### config.mk
export PLATFORM = sky130hd
export DESIGN_NAME = tx_buffer_pool_allocator_flat
export DESIGN_NICKNAME = d
export VERILOG_FILES = /design/src/hdl/txbp_pkg.sv /design/src/hdl/txbp_req_if.sv /design/src/hdl/txbp_rsp_if.sv /design/src/hdl/txbp_search.sv /design/src/hdl/txbp_addr_match.sv /design/src/hdl/txbp_req_stage.sv /design/src/hdl/tx_buffer_pool_allocator.sv /design/src/flat_wrapper.sv
export SDC_FILE = /design/constraint.sdc
export NUM_CORES = 1
export LEC_CHECK = 0
export BUFFER_PORTS_ARGS = -buffer_cell sky130_fd_sc_hd__clkbuf_2
export CAP_MARGIN = 0
export CORE_UTILIZATION = 48
export DETAILED_ROUTE_END_ITERATION = 12
export PLACE_DENSITY = 0.78
export SYNTH_ARGS = -nofsm -noshare
export SYNTH_HDL_FRONTEND = slang
export SYNTH_HIERARCHICAL = 1
export SYNTH_SLANG_ARGS = --single-unit
### constraint.sdc
create_clock -name clock -period 6.5 [get_ports clock]
set_clock_uncertainty 0.05 [all_clocks]
set_input_delay 0 -clock clock [delete_from_list [all_inputs] [get_ports clock]]
set_output_delay 0 -clock clock [all_outputs]
set_load 0.01 [all_outputs]
### src/hdl/txbp_pkg.sv
// Shared constants and types for the transmit buffer pool allocator.
// No dependencies; every other file but txbp_search and the macro header imports it.
package txbp_pkg;

   localparam int unsigned POOL_COUNT_DEF   = 16;
   localparam int unsigned BUFFER_BYTES_DEF = 1536;

   localparam int unsigned ADDR_W      = 32;
   localparam int unsigned STATUS_W    = 3;
   localparam int unsigned BUF_IDX_W   = 4;
   localparam int unsigned IN_FLIGHT_W = 5;

   typedef enum logic [STATUS_W-1:0] {
      ST_GRANTED  = 3'd0,
      ST_FULL     = 3'd1,
      ST_RELEASED = 3'd2,
      ST_NOT_BUSY = 3'd3,
      ST_BAD_ADDR = 3'd4
   } status_type;

   typedef enum logic {
      ACT_ACQUIRE = 1'b0,
      ACT_RELEASE = 1'b1
   } action_type;

endpackage

### src/hdl/txbp_req_if.sv
// Request channel of the transmit buffer pool allocator: valid/ready plus payload.
// Depends on txbp_pkg.
interface txbp_req_if;
   import txbp_pkg::*;

   logic              valid;
   logic              ready;
   logic              action;
   logic [ADDR_W-1:0] release_address;

   modport source (output valid, action, release_address, input ready);
   modport sink   (input valid, action, release_address, output ready);
endinterface

### src/hdl/txbp_rsp_if.sv
// Response channel of the transmit buffer pool allocator: valid/ready plus payload.
// Depends on txbp_pkg.
interface txbp_rsp_if;
   import txbp_pkg::*;

   logic                   valid;
   logic                   ready;
   logic [STATUS_W-1:0]    status;
   logic [BUF_IDX_W-1:0]   buffer_index;
   logic [ADDR_W-1:0]      buffer_address;
   logic [IN_FLIGHT_W-1:0] in_flight;

   modport source (output valid, status, buffer_index, buffer_address, in_flight, input ready);
   modport sink   (input valid, status, buffer_index, buffer_address, in_flight, output ready);
endinterface

### src/hdl/txbp_search.sv
// Rotating priority encoder: first free buffer at or after the search pointer.
// No dependencies; purely combinational.
module txbp_search #(
   parameter int unsigned POOL_COUNT = 16,
   parameter int unsigned IDX_W      = $clog2(POOL_COUNT)
) (
   input  logic [POOL_COUNT-1:0] busy,
   input  logic [IDX_W-1:0]      pointer,
   output logic                  found,
   output logic [IDX_W-1:0]      index
);
   logic [POOL_COUNT-1:0] free_all;
   logic [POOL_COUNT-1:0] free_upper;
   logic [IDX_W-1:0]      idx_upper;
   logic [IDX_W-1:0]      idx_all;

   // Free buffers at or above the pointer take priority, then the wrap-around.
   always_comb begin
      free_all  = ~busy;
      idx_upper = '0;
      idx_all   = '0;
      for (int i = 0; i < int'(POOL_COUNT); i++) begin
         free_upper[i] = free_all[i] && (IDX_W'(i) >= pointer);
      end
      for (int i = int'(POOL_COUNT) - 1; i >= 0; i--) begin
         if (free_upper[i]) begin
            idx_upper = IDX_W'(i);
         end
         if (free_all[i]) begin
            idx_all = IDX_W'(i);
         end
      end
      found = |free_all;
      index = (|free_upper) ? idx_upper : idx_all;
   end
endmodule

### src/hdl/txbp_addr_match.sv
// Release address decode: offset from the pool base compared against every buffer boundary.
// Depends on txbp_pkg for the address width; purely combinational.
module txbp_addr_match #(
   parameter int unsigned POOL_COUNT   = 16,
   parameter int unsigned BUFFER_BYTES = 1536,
   parameter int unsigned IDX_W        = $clog2(POOL_COUNT)
) (
   input  logic [txbp_pkg::ADDR_W-1:0] address,
   input  logic [txbp_pkg::ADDR_W-1:0] base,
   output logic                        hit,
   output logic [IDX_W-1:0]            index
);
   import txbp_pkg::*;

   logic [ADDR_W-1:0]     offset;
   logic [POOL_COUNT-1:0] match;

   // An exact hit on a boundary covers both the range and the alignment check,
   // so no divider is needed. At most one boundary can match.
   always_comb begin
      offset = address - base;
      index  = '0;
      for (int i = 0; i < int'(POOL_COUNT); i++) begin
         match[i] = (offset == ADDR_W'(longint'(i) * longint'(BUFFER_BYTES)));
         if (match[i]) begin
            index = IDX_W'(i);
         end
      end
      hit = |match;
   end
endmodule

### src/hdl/txbp_req_stage.sv
// Input register of the allocator: holds one request until the core consumes it.
// Depends on txbp_pkg and txbp_req_if.
module txbp_req_stage (
   input  logic                        clock,
   input  logic                        reset,
   txbp_req_if.sink                    req_if,
   input  logic                        advance,
   output logic                        hold_valid,
   output logic                        hold_action,
   output logic [txbp_pkg::ADDR_W-1:0] hold_address
);
   import txbp_pkg::*;

   logic              valid_ff;
   logic              action_ff;
   logic [ADDR_W-1:0] address_ff;
   logic              take;

   // The slot frees up in the same cycle its request moves to the result register.
   assign req_if.ready = !valid_ff || advance;
   assign take         = req_if.valid && req_if.ready;

   always_ff @(posedge clock) begin
      if (reset) begin
         valid_ff <= 1'b0;
      end else if (req_if.ready) begin
         valid_ff <= req_if.valid;
      end
   end

   always_ff @(posedge clock) begin
      if (take) begin
         action_ff  <= req_if.action;
         address_ff <= req_if.release_address;
      end
   end

   assign hold_valid   = valid_ff;
   assign hold_action  = action_ff;
   assign hold_address = address_ff;
endmodule

### src/hdl/tx_buffer_pool_allocator.sv
// Top level of the transmit buffer pool allocator.
// Depends on txbp_pkg, txbp_req_if, txbp_rsp_if, txbp_req_stage, txbp_search, txbp_addr_match.

// The allocator hands out and takes back fixed-size transmit buffers from a pool of
// POOL_COUNT buffers of BUFFER_BYTES bytes each, laid out from the byte address held
// in the pool base register, written through csr_wr_en/csr_wr_data. The user must write it
// only while idle; the block does not enforce this. An acquire request returns the first
// free buffer found by a round-robin search that starts just past the last grant, or
// reports the pool full. A release request names a buffer by address; an address off a
// buffer boundary or outside the pool is reported as bad, a release of a free buffer is
// reported and otherwise ignored. Every request gives exactly one response, which also
// carries the number of busy buffers afterwards. An accepted request waits in the input
// register until the result register is empty or being drained, then moves there; its
// response is taken when the response side is ready. The search and the address decode
// run in one pass between those two registers, and the busy bitmap is updated at the same
// edge, so a new request is accepted every cycle while the response side is ready.
// Nothing needs clearing after reset: the pool is empty as soon as reset is released.
module tx_buffer_pool_allocator #(
   parameter int unsigned POOL_COUNT   = txbp_pkg::POOL_COUNT_DEF,
   parameter int unsigned BUFFER_BYTES = txbp_pkg::BUFFER_BYTES_DEF
) (
   input  logic                        clock,
   input  logic                        reset,
   txbp_req_if.sink                    req_if,
   txbp_rsp_if.source                  rsp_if,
   input  logic                        csr_wr_en,
   input  logic [txbp_pkg::ADDR_W-1:0] csr_wr_data
);
   import txbp_pkg::*;

   localparam int unsigned IDX_W = $clog2(POOL_COUNT);
   localparam int unsigned CNT_W = $clog2(POOL_COUNT + 1);

   // Configuration and allocation state.
   logic [ADDR_W-1:0]     pool_base_ff;
   logic [POOL_COUNT-1:0] busy_ff,    busy_in;
   logic [IDX_W-1:0]      pointer_ff, pointer_in;
   logic [CNT_W-1:0]      count_ff,   count_in;

   // Result register.
   logic                   rsp_valid_ff;
   status_type             status_ff,  status_in;
   logic [IDX_W-1:0]       index_ff,   index_in;
   logic [ADDR_W-1:0]      address_ff, address_in;
   logic [IN_FLIGHT_W-1:0] flight_ff;

   // Held request and per-request results of the two decoders.
   logic              hold_valid;
   logic              hold_action;
   logic [ADDR_W-1:0] hold_address;
   logic              advance;
   logic              step;
   logic              search_found;
   logic [IDX_W-1:0]  search_index;
   logic              match_hit;
   logic [IDX_W-1:0]  match_index;

   // The result register can load whenever it is empty or being drained.
   assign advance = !rsp_valid_ff || rsp_if.ready;
   assign step    = advance && hold_valid;

   txbp_req_stage u_req_stage (
      .clock        (clock),
      .reset        (reset),
      .req_if       (req_if),
      .advance      (advance),
      .hold_valid   (hold_valid),
      .hold_action  (hold_action),
      .hold_address (hold_address)
   );

   txbp_search #(
      .POOL_COUNT (POOL_COUNT),
      .IDX_W      (IDX_W)
   ) u_search (
      .busy    (busy_ff),
      .pointer (pointer_ff),
      .found   (search_found),
      .index   (search_index)
   );

   txbp_addr_match #(
      .POOL_COUNT   (POOL_COUNT),
      .BUFFER_BYTES (BUFFER_BYTES),
      .IDX_W        (IDX_W)
   ) u_addr_match (
      .address (hold_address),
      .base    (pool_base_ff),
      .hit     (match_hit),
      .index   (match_index)
   );

   // One pass over the held request. Unchanged state is the default; only a grant or
   // a release of a busy buffer moves the bitmap and the count.
   always_comb begin
      busy_in    = busy_ff;
      pointer_in = pointer_ff;
      count_in   = count_ff;
      status_in  = ST_FULL;
      index_in   = '0;
      address_in = '0;
      if (hold_action == ACT_ACQUIRE) begin
         if (search_found) begin
            status_in  = ST_GRANTED;
            index_in   = search_index;
            address_in = pool_base_ff + ADDR_W'(BUFFER_BYTES) * ADDR_W'(search_index);
            busy_in    = busy_ff | (POOL_COUNT'(1) << search_index);
            pointer_in = (search_index == IDX_W'(POOL_COUNT - 1)) ? '0 : search_index + 1'b1;
            if (count_ff < CNT_W'(POOL_COUNT)) begin
               count_in = count_ff + 1'b1;
            end
         end
      end else if (!match_hit) begin
         status_in = ST_BAD_ADDR;
      end else begin
         // A hit means the release address is exactly base plus index times size.
         index_in   = match_index;
         address_in = hold_address;
         if (!busy_ff[match_index]) begin
            status_in = ST_NOT_BUSY;
         end else begin
            status_in = ST_RELEASED;
            busy_in   = busy_ff & ~(POOL_COUNT'(1) << match_index);
            if (count_ff != '0) begin
               count_in = count_ff - 1'b1;
            end
         end
      end
   end

   always_ff @(posedge clock) begin
      if (reset) begin
         pool_base_ff <= '0;
      end else if (csr_wr_en) begin
         pool_base_ff <= csr_wr_data;
      end
   end

   always_ff @(posedge clock) begin
      if (reset) begin
         busy_ff    <= '0;
         pointer_ff <= '0;
         count_ff   <= '0;
      end else if (step) begin
         busy_ff    <= busy_in;
         pointer_ff <= pointer_in;
         count_ff   <= count_in;
      end
   end

   always_ff @(posedge clock) begin
      if (reset) begin
         rsp_valid_ff <= 1'b0;
      end else if (advance) begin
         rsp_valid_ff <= hold_valid;
      end
   end

   always_ff @(posedge clock) begin
      if (step) begin
         status_ff  <= status_in;
         index_ff   <= index_in;
         address_ff <= address_in;
         flight_ff  <= IN_FLIGHT_W'(count_in);
      end
   end

   assign rsp_if.valid          = rsp_valid_ff;
   assign rsp_if.status         = status_ff;
   assign rsp_if.buffer_index   = BUF_IDX_W'(index_ff);
   assign rsp_if.buffer_address = address_ff;
   assign rsp_if.in_flight      = flight_ff;
endmodule

### src/flat_wrapper.sv
// flat-port wrapper written by rule: the top's interface ports become plain ports
module tx_buffer_pool_allocator_flat import txbp_pkg::*;
#(
   parameter int unsigned POOL_COUNT   = txbp_pkg::POOL_COUNT_DEF,
   parameter int unsigned BUFFER_BYTES = txbp_pkg::BUFFER_BYTES_DEF
)
  (clock, reset, csr_wr_en, csr_wr_data, req_if_valid, req_if_action, req_if_release_address, req_if_ready, rsp_if_valid, rsp_if_status, rsp_if_buffer_index, rsp_if_buffer_address, rsp_if_in_flight, rsp_if_ready);
  txbp_req_if req_if_i ();
  txbp_rsp_if rsp_if_i ();
  input  logic clock;
  input  logic reset;
  input  logic csr_wr_en;
  input  logic [txbp_pkg::ADDR_W-1:0] csr_wr_data;
  input wire logic [$bits(req_if_i.valid)-1:0] req_if_valid;
  input wire logic [$bits(req_if_i.action)-1:0] req_if_action;
  input wire logic [$bits(req_if_i.release_address)-1:0] req_if_release_address;
  output wire logic [$bits(req_if_i.ready)-1:0] req_if_ready;
  output wire logic [$bits(rsp_if_i.valid)-1:0] rsp_if_valid;
  output wire logic [$bits(rsp_if_i.status)-1:0] rsp_if_status;
  output wire logic [$bits(rsp_if_i.buffer_index)-1:0] rsp_if_buffer_index;
  output wire logic [$bits(rsp_if_i.buffer_address)-1:0] rsp_if_buffer_address;
  output wire logic [$bits(rsp_if_i.in_flight)-1:0] rsp_if_in_flight;
  input wire logic [$bits(rsp_if_i.ready)-1:0] rsp_if_ready;
  assign req_if_i.valid = req_if_valid;
  assign req_if_i.action = req_if_action;
  assign req_if_i.release_address = req_if_release_address;
  assign req_if_ready = req_if_i.ready;
  assign rsp_if_valid = rsp_if_i.valid;
  assign rsp_if_status = rsp_if_i.status;
  assign rsp_if_buffer_index = rsp_if_i.buffer_index;
  assign rsp_if_buffer_address = rsp_if_i.buffer_address;
  assign rsp_if_in_flight = rsp_if_i.in_flight;
  assign rsp_if_i.ready = rsp_if_ready;
  tx_buffer_pool_allocator #(.POOL_COUNT(POOL_COUNT), .BUFFER_BYTES(BUFFER_BYTES)) u_core (.clock(clock), .reset(reset), .req_if(req_if_i), .rsp_if(rsp_if_i), .csr_wr_en(csr_wr_en), .csr_wr_data(csr_wr_data));
endmodule
==> impl_metrics.csv <==
group,metric,value,unit
synthesis,synth_compound_area_share,22.02,%
route,route.antenna.remaining_nets,0,
timing,final_hold_viol_count,0,
setup_path,required,6.59,ns
power_and_ir_drop,vdd_drop_max,0.1778,mV
cells_and_area,area_delta_synth_final,21.11,%
synthesis,synth.top_cell.area_share,25.37,%
cells_and_area,finalNetCount,1275,
route,vias,8491,
timing,fin_crit_sh,86.88,%
synthesis,syn_avg_cell_area,9.215,um2
cts,clockBufferDepth,2,
floorplanning,die_w,139.8,um
floorplanning,fp.coreArea,18640,um2
route,drt_wl_total,26080,um
cells_and_area,finalNonFillerCells,1401,
synthesis,synth.area.top_cells,"edfxtp_1 25%, dfxtp_1 13%, ha_1 6.7%",
synthesis,ys_top_cells_by_count,"92 x nand2_1, 83 x nor2_1, 77 x edfxtp_1",
synthesis,syn_nets,1110,
floorplanning,die_y,139.8,um
grt,grt_pass1_vias,8278,
cts,h-tree-depth,4,
power_and_ir_drop,leakagePower,4.338,nW
hold_path,hp-class,"in2reg",
cells_and_area,drive_above_1_share,16.37,%
cts,hold_buffers,68,
synthesis,synth-simple-area-share,17.26,%
synthesis,synth_top_family_by_area,"compound AO/OA/AOI/OAI gates",
setup_path,crit_arrival,5.74,ns
cts,clk_pin_slew,0.06,ns
cts,cts.repair.resized,0,
timing,rsz0062_at_grt,"false",
floorplanning,ios,116,
setup_path,start_kind,"register",
cts,cts_setup_buffers,0,
grt,grt.total_usage,26.98,%
run,maxCapViolCount,0,
run_status,outcome,"finished, final reports clean",
route,dr.pass1.iters,5,
cells_and_area,insertedDiodeCount,0,
synthesis,post-synth-top-area-cell,"edfxtp_1",
power_and_ir_drop,p_total,2.426,mW
synthesis,syn_inst,989,
synthesis,yosys.cell_count.top_type,"nand2_1",
floorplanning,start_util,48.89,%
synthesis,yosysSeqAreaShare,38.33,%
synthesis,synth_top_flop_cell,"edfxtp_1",
setup_path,crit_family,"compound AO/OA/AOI/OAI gates",
floorplanning,die_area,19540,um2
grt,grt_pass1_wl,41710,um
placed_design,dp_cells,1301,
setup_path,slowest_delay,0.55,ns
timing,fin_tns_setup,0,ns
setup_path,crit_type,"reg2reg",
synthesis,synth-edff-count,77,
synthesis,synthMuxAreaShare,5.176,%
synthesis,yosys_warnings,6,
cts,cts_root_buf,"clkbuf_16",
route,wl_per_cell,18.62,um
floorplanning,rows,50,
cts,numCtsBuffers,17,
synthesis,ys_seq_elements,136,
synthesis,syn_area,9114,um2
setup_path,cpMaxStageDelayCell,"mux4_1",
setup_path,path_buf_inv,2,
grt,antenna_found_initial,0,
placed_design,globalplace.congestion,0.9619,
cells_and_area,fin_area,11040,um2
timing,slew_viol_final,0,
placed_design,dp_hpwl,17310,um
synthesis,synth_xor_area_share,4.695,%
route,drc,0,
setup_path,crit_chain,"inv_1, ha_1, a21oi_1, o21a_1, nor3_1, a2111oi_0, o21ai_1, mux2_1, a211oi_1, nand4_1, a2111o_1, a311oi_1, buf_4, mux4_1, mux2_2, o22a_2, and2_4, a311oi_1, a21oi_1",
grt,grt_overflow,0,
route,drt_iter0_drc,879,
grt,grt_max_degree,63,
power_and_ir_drop,powerDensity,219.7,nW/um2
route,vias_per_cell,6.061,
cts,cts.sinks,136,
synthesis,async_reset_ff_share,0,%
cts,cts_tree,"yes",
setup_path,end_kind,"register",
placed_design,port_buffers,115,
synthesis,synth_fa_ha_area_share,7.290,%
setup_path,path_max_fanout,12,
timing,setup_violations,0,
placed_design,placed_area,9798,um2
synthesis,synth.distinct_cells,96,
timing,max_freq,0.1771,GHz
timing,tightest_slew,1.213,ns
timing,relSlewSlack,18.85,%
timing,min_period,5.647,ns
cts,clkLatencyLatePin,0.42,ns
cells_and_area,final_core_util,59.21,%
==> per-layer routing <==
| metal | global-route usage [%] | routed length, um | vias up |
|---|---|---|---|
| li1 | - | - | 4010 |
| met5 | 0 | 0 | - |
| met4 | 7.866 | 437 | 0 |
| met1 | 33.54 | 10770 | 4030 |
| met2 | 47.55 | 12810 | 414 |
| met3 | 4.886 | 2060 | 37 |
==> worst reg2reg max path, cell delays in order, from the launching register on <==
cell	delay [ns]
dfxtp_1	0.46
inv_1	0.07
ha_1	0.40
a21oi_1	0.25
o21a_1	0.16
nor3_1	0.05
a2111oi_0	0.40
o21ai_1	0.19
mux2_1	0.34
a211oi_1	0.17
nand4_1	0.13
a2111o_1	0.49
a311oi_1	0.24
buf_4	0.21
mux4_1	0.55
mux2_2	0.28
o22a_2	0.26
and2_4	0.20
a311oi_1	0.39
a21oi_1	0.10
==> cells by family (layout without fill, tap and decap cells) <==
group | count (synthesis) | count (layout)
xor gates and xnor gates | 48 | 48
buffers and inverters | 107 | 285
DFF | 136 | 136
adders and majority gates | 52 | 52
AOI/OAI and AO/OA | 285 | 285
and+or+nand+nor | 319 | 319
muxes | 42 | 42
==> cells in the final DEF (no fill, tap or decap), types with 8 or more instances in the layout <==
master and count:
nand2_1 92, a22o_1 10, inv_1 61, a31oi_1 30
clkbuf_2 115, a21oi_1 58, nor2_1 83, xnor2_1 26
edfxtp_1 77, dfxtp_1 59, mux2i_1 37, nand3_1 32
buf_4 8, clkbuf_16 19, o21ai_0 49, xor2_1 21
dlygate4sd3_1 68, and3_1 16, nand4_1 18, o211ai_1 9
a21o_1 17, a211oi_1 19, nor2b_1 13, nor3_1 22
ha_1 49
==> through the flow <==
step | setup WS, ns | hold WS (ns)
2_1_floorplan | 1.509 | 0.01244
3_3_place_gp | 1.142 | 0.1289
3_5_place_dp | 1.016 | 0.1291
4_1_cts | 0.9822 | 0.1587
5_1_grt | 0.4507 | 0.1938
6_report | 0.8530 | 0.1591
==> layout make-up <==
type | count | area, um2
Fill cell | 1583 | 7605
Multi-Input combinational cell | 746 | 5144
Sequential cell | 136 | 3493
Timing Repair Buffer | 191 | 1316
Clock buffer | 25 | 518.0
Tap cell | 234 | 292.8
Inverter | 62 | 232.7
Clock inverter | 7 | 41.29
==> registers in the layout (all words and copies together) (netlist names), 3 cells and up <==
signal	count
u_core/rsp_if.buffer_index	4
u_core/rsp_if.status	3
u_core/rsp_if.buffer_address	32
u_core/busy_ff	16
u_core/pool_base_ff	32
u_core/count_ff	5
u_core/rsp_if.in_flight	5
u_core/u_req_stage/hold_address	32
u_core/pointer_ff	4
==> final timing paths <==
path / from / end / slack [ns] / cells after the start
max: u_core/pool_base_ff[15]$_SDFFE_PP0P_ / u_core/rsp_if.in_flight[2]$_DFFE_PP_ / 0.85 / 19
min: reset / u_core/pool_base_ff[13]$_SDFFE_PP0P_ / 0.16 / 3
max reg2reg: u_core/pool_base_ff[15]$_SDFFE_PP0P_ / u_core/rsp_if.in_flight[2]$_DFFE_PP_ / 0.85 / 19
min reg2reg: u_core/u_req_stage/hold_valid$_SDFFE_PP0P_ / u_core/rsp_if.valid$_SDFFE_PP0N_ / 0.46 / 2
==> power by group <==
group | switching [mW] | leakage (nW) | internal [mW]
Sequential | 0.0372 | 1.21 | 0.957
Combinational | 0.306 | 2.85 | 0.212
Clock | 0.362 | 0.277 | 0.551
Total | 0.705 | 4.34 | 1.72
Note: power is estimated with default switching activity, not from simulation.
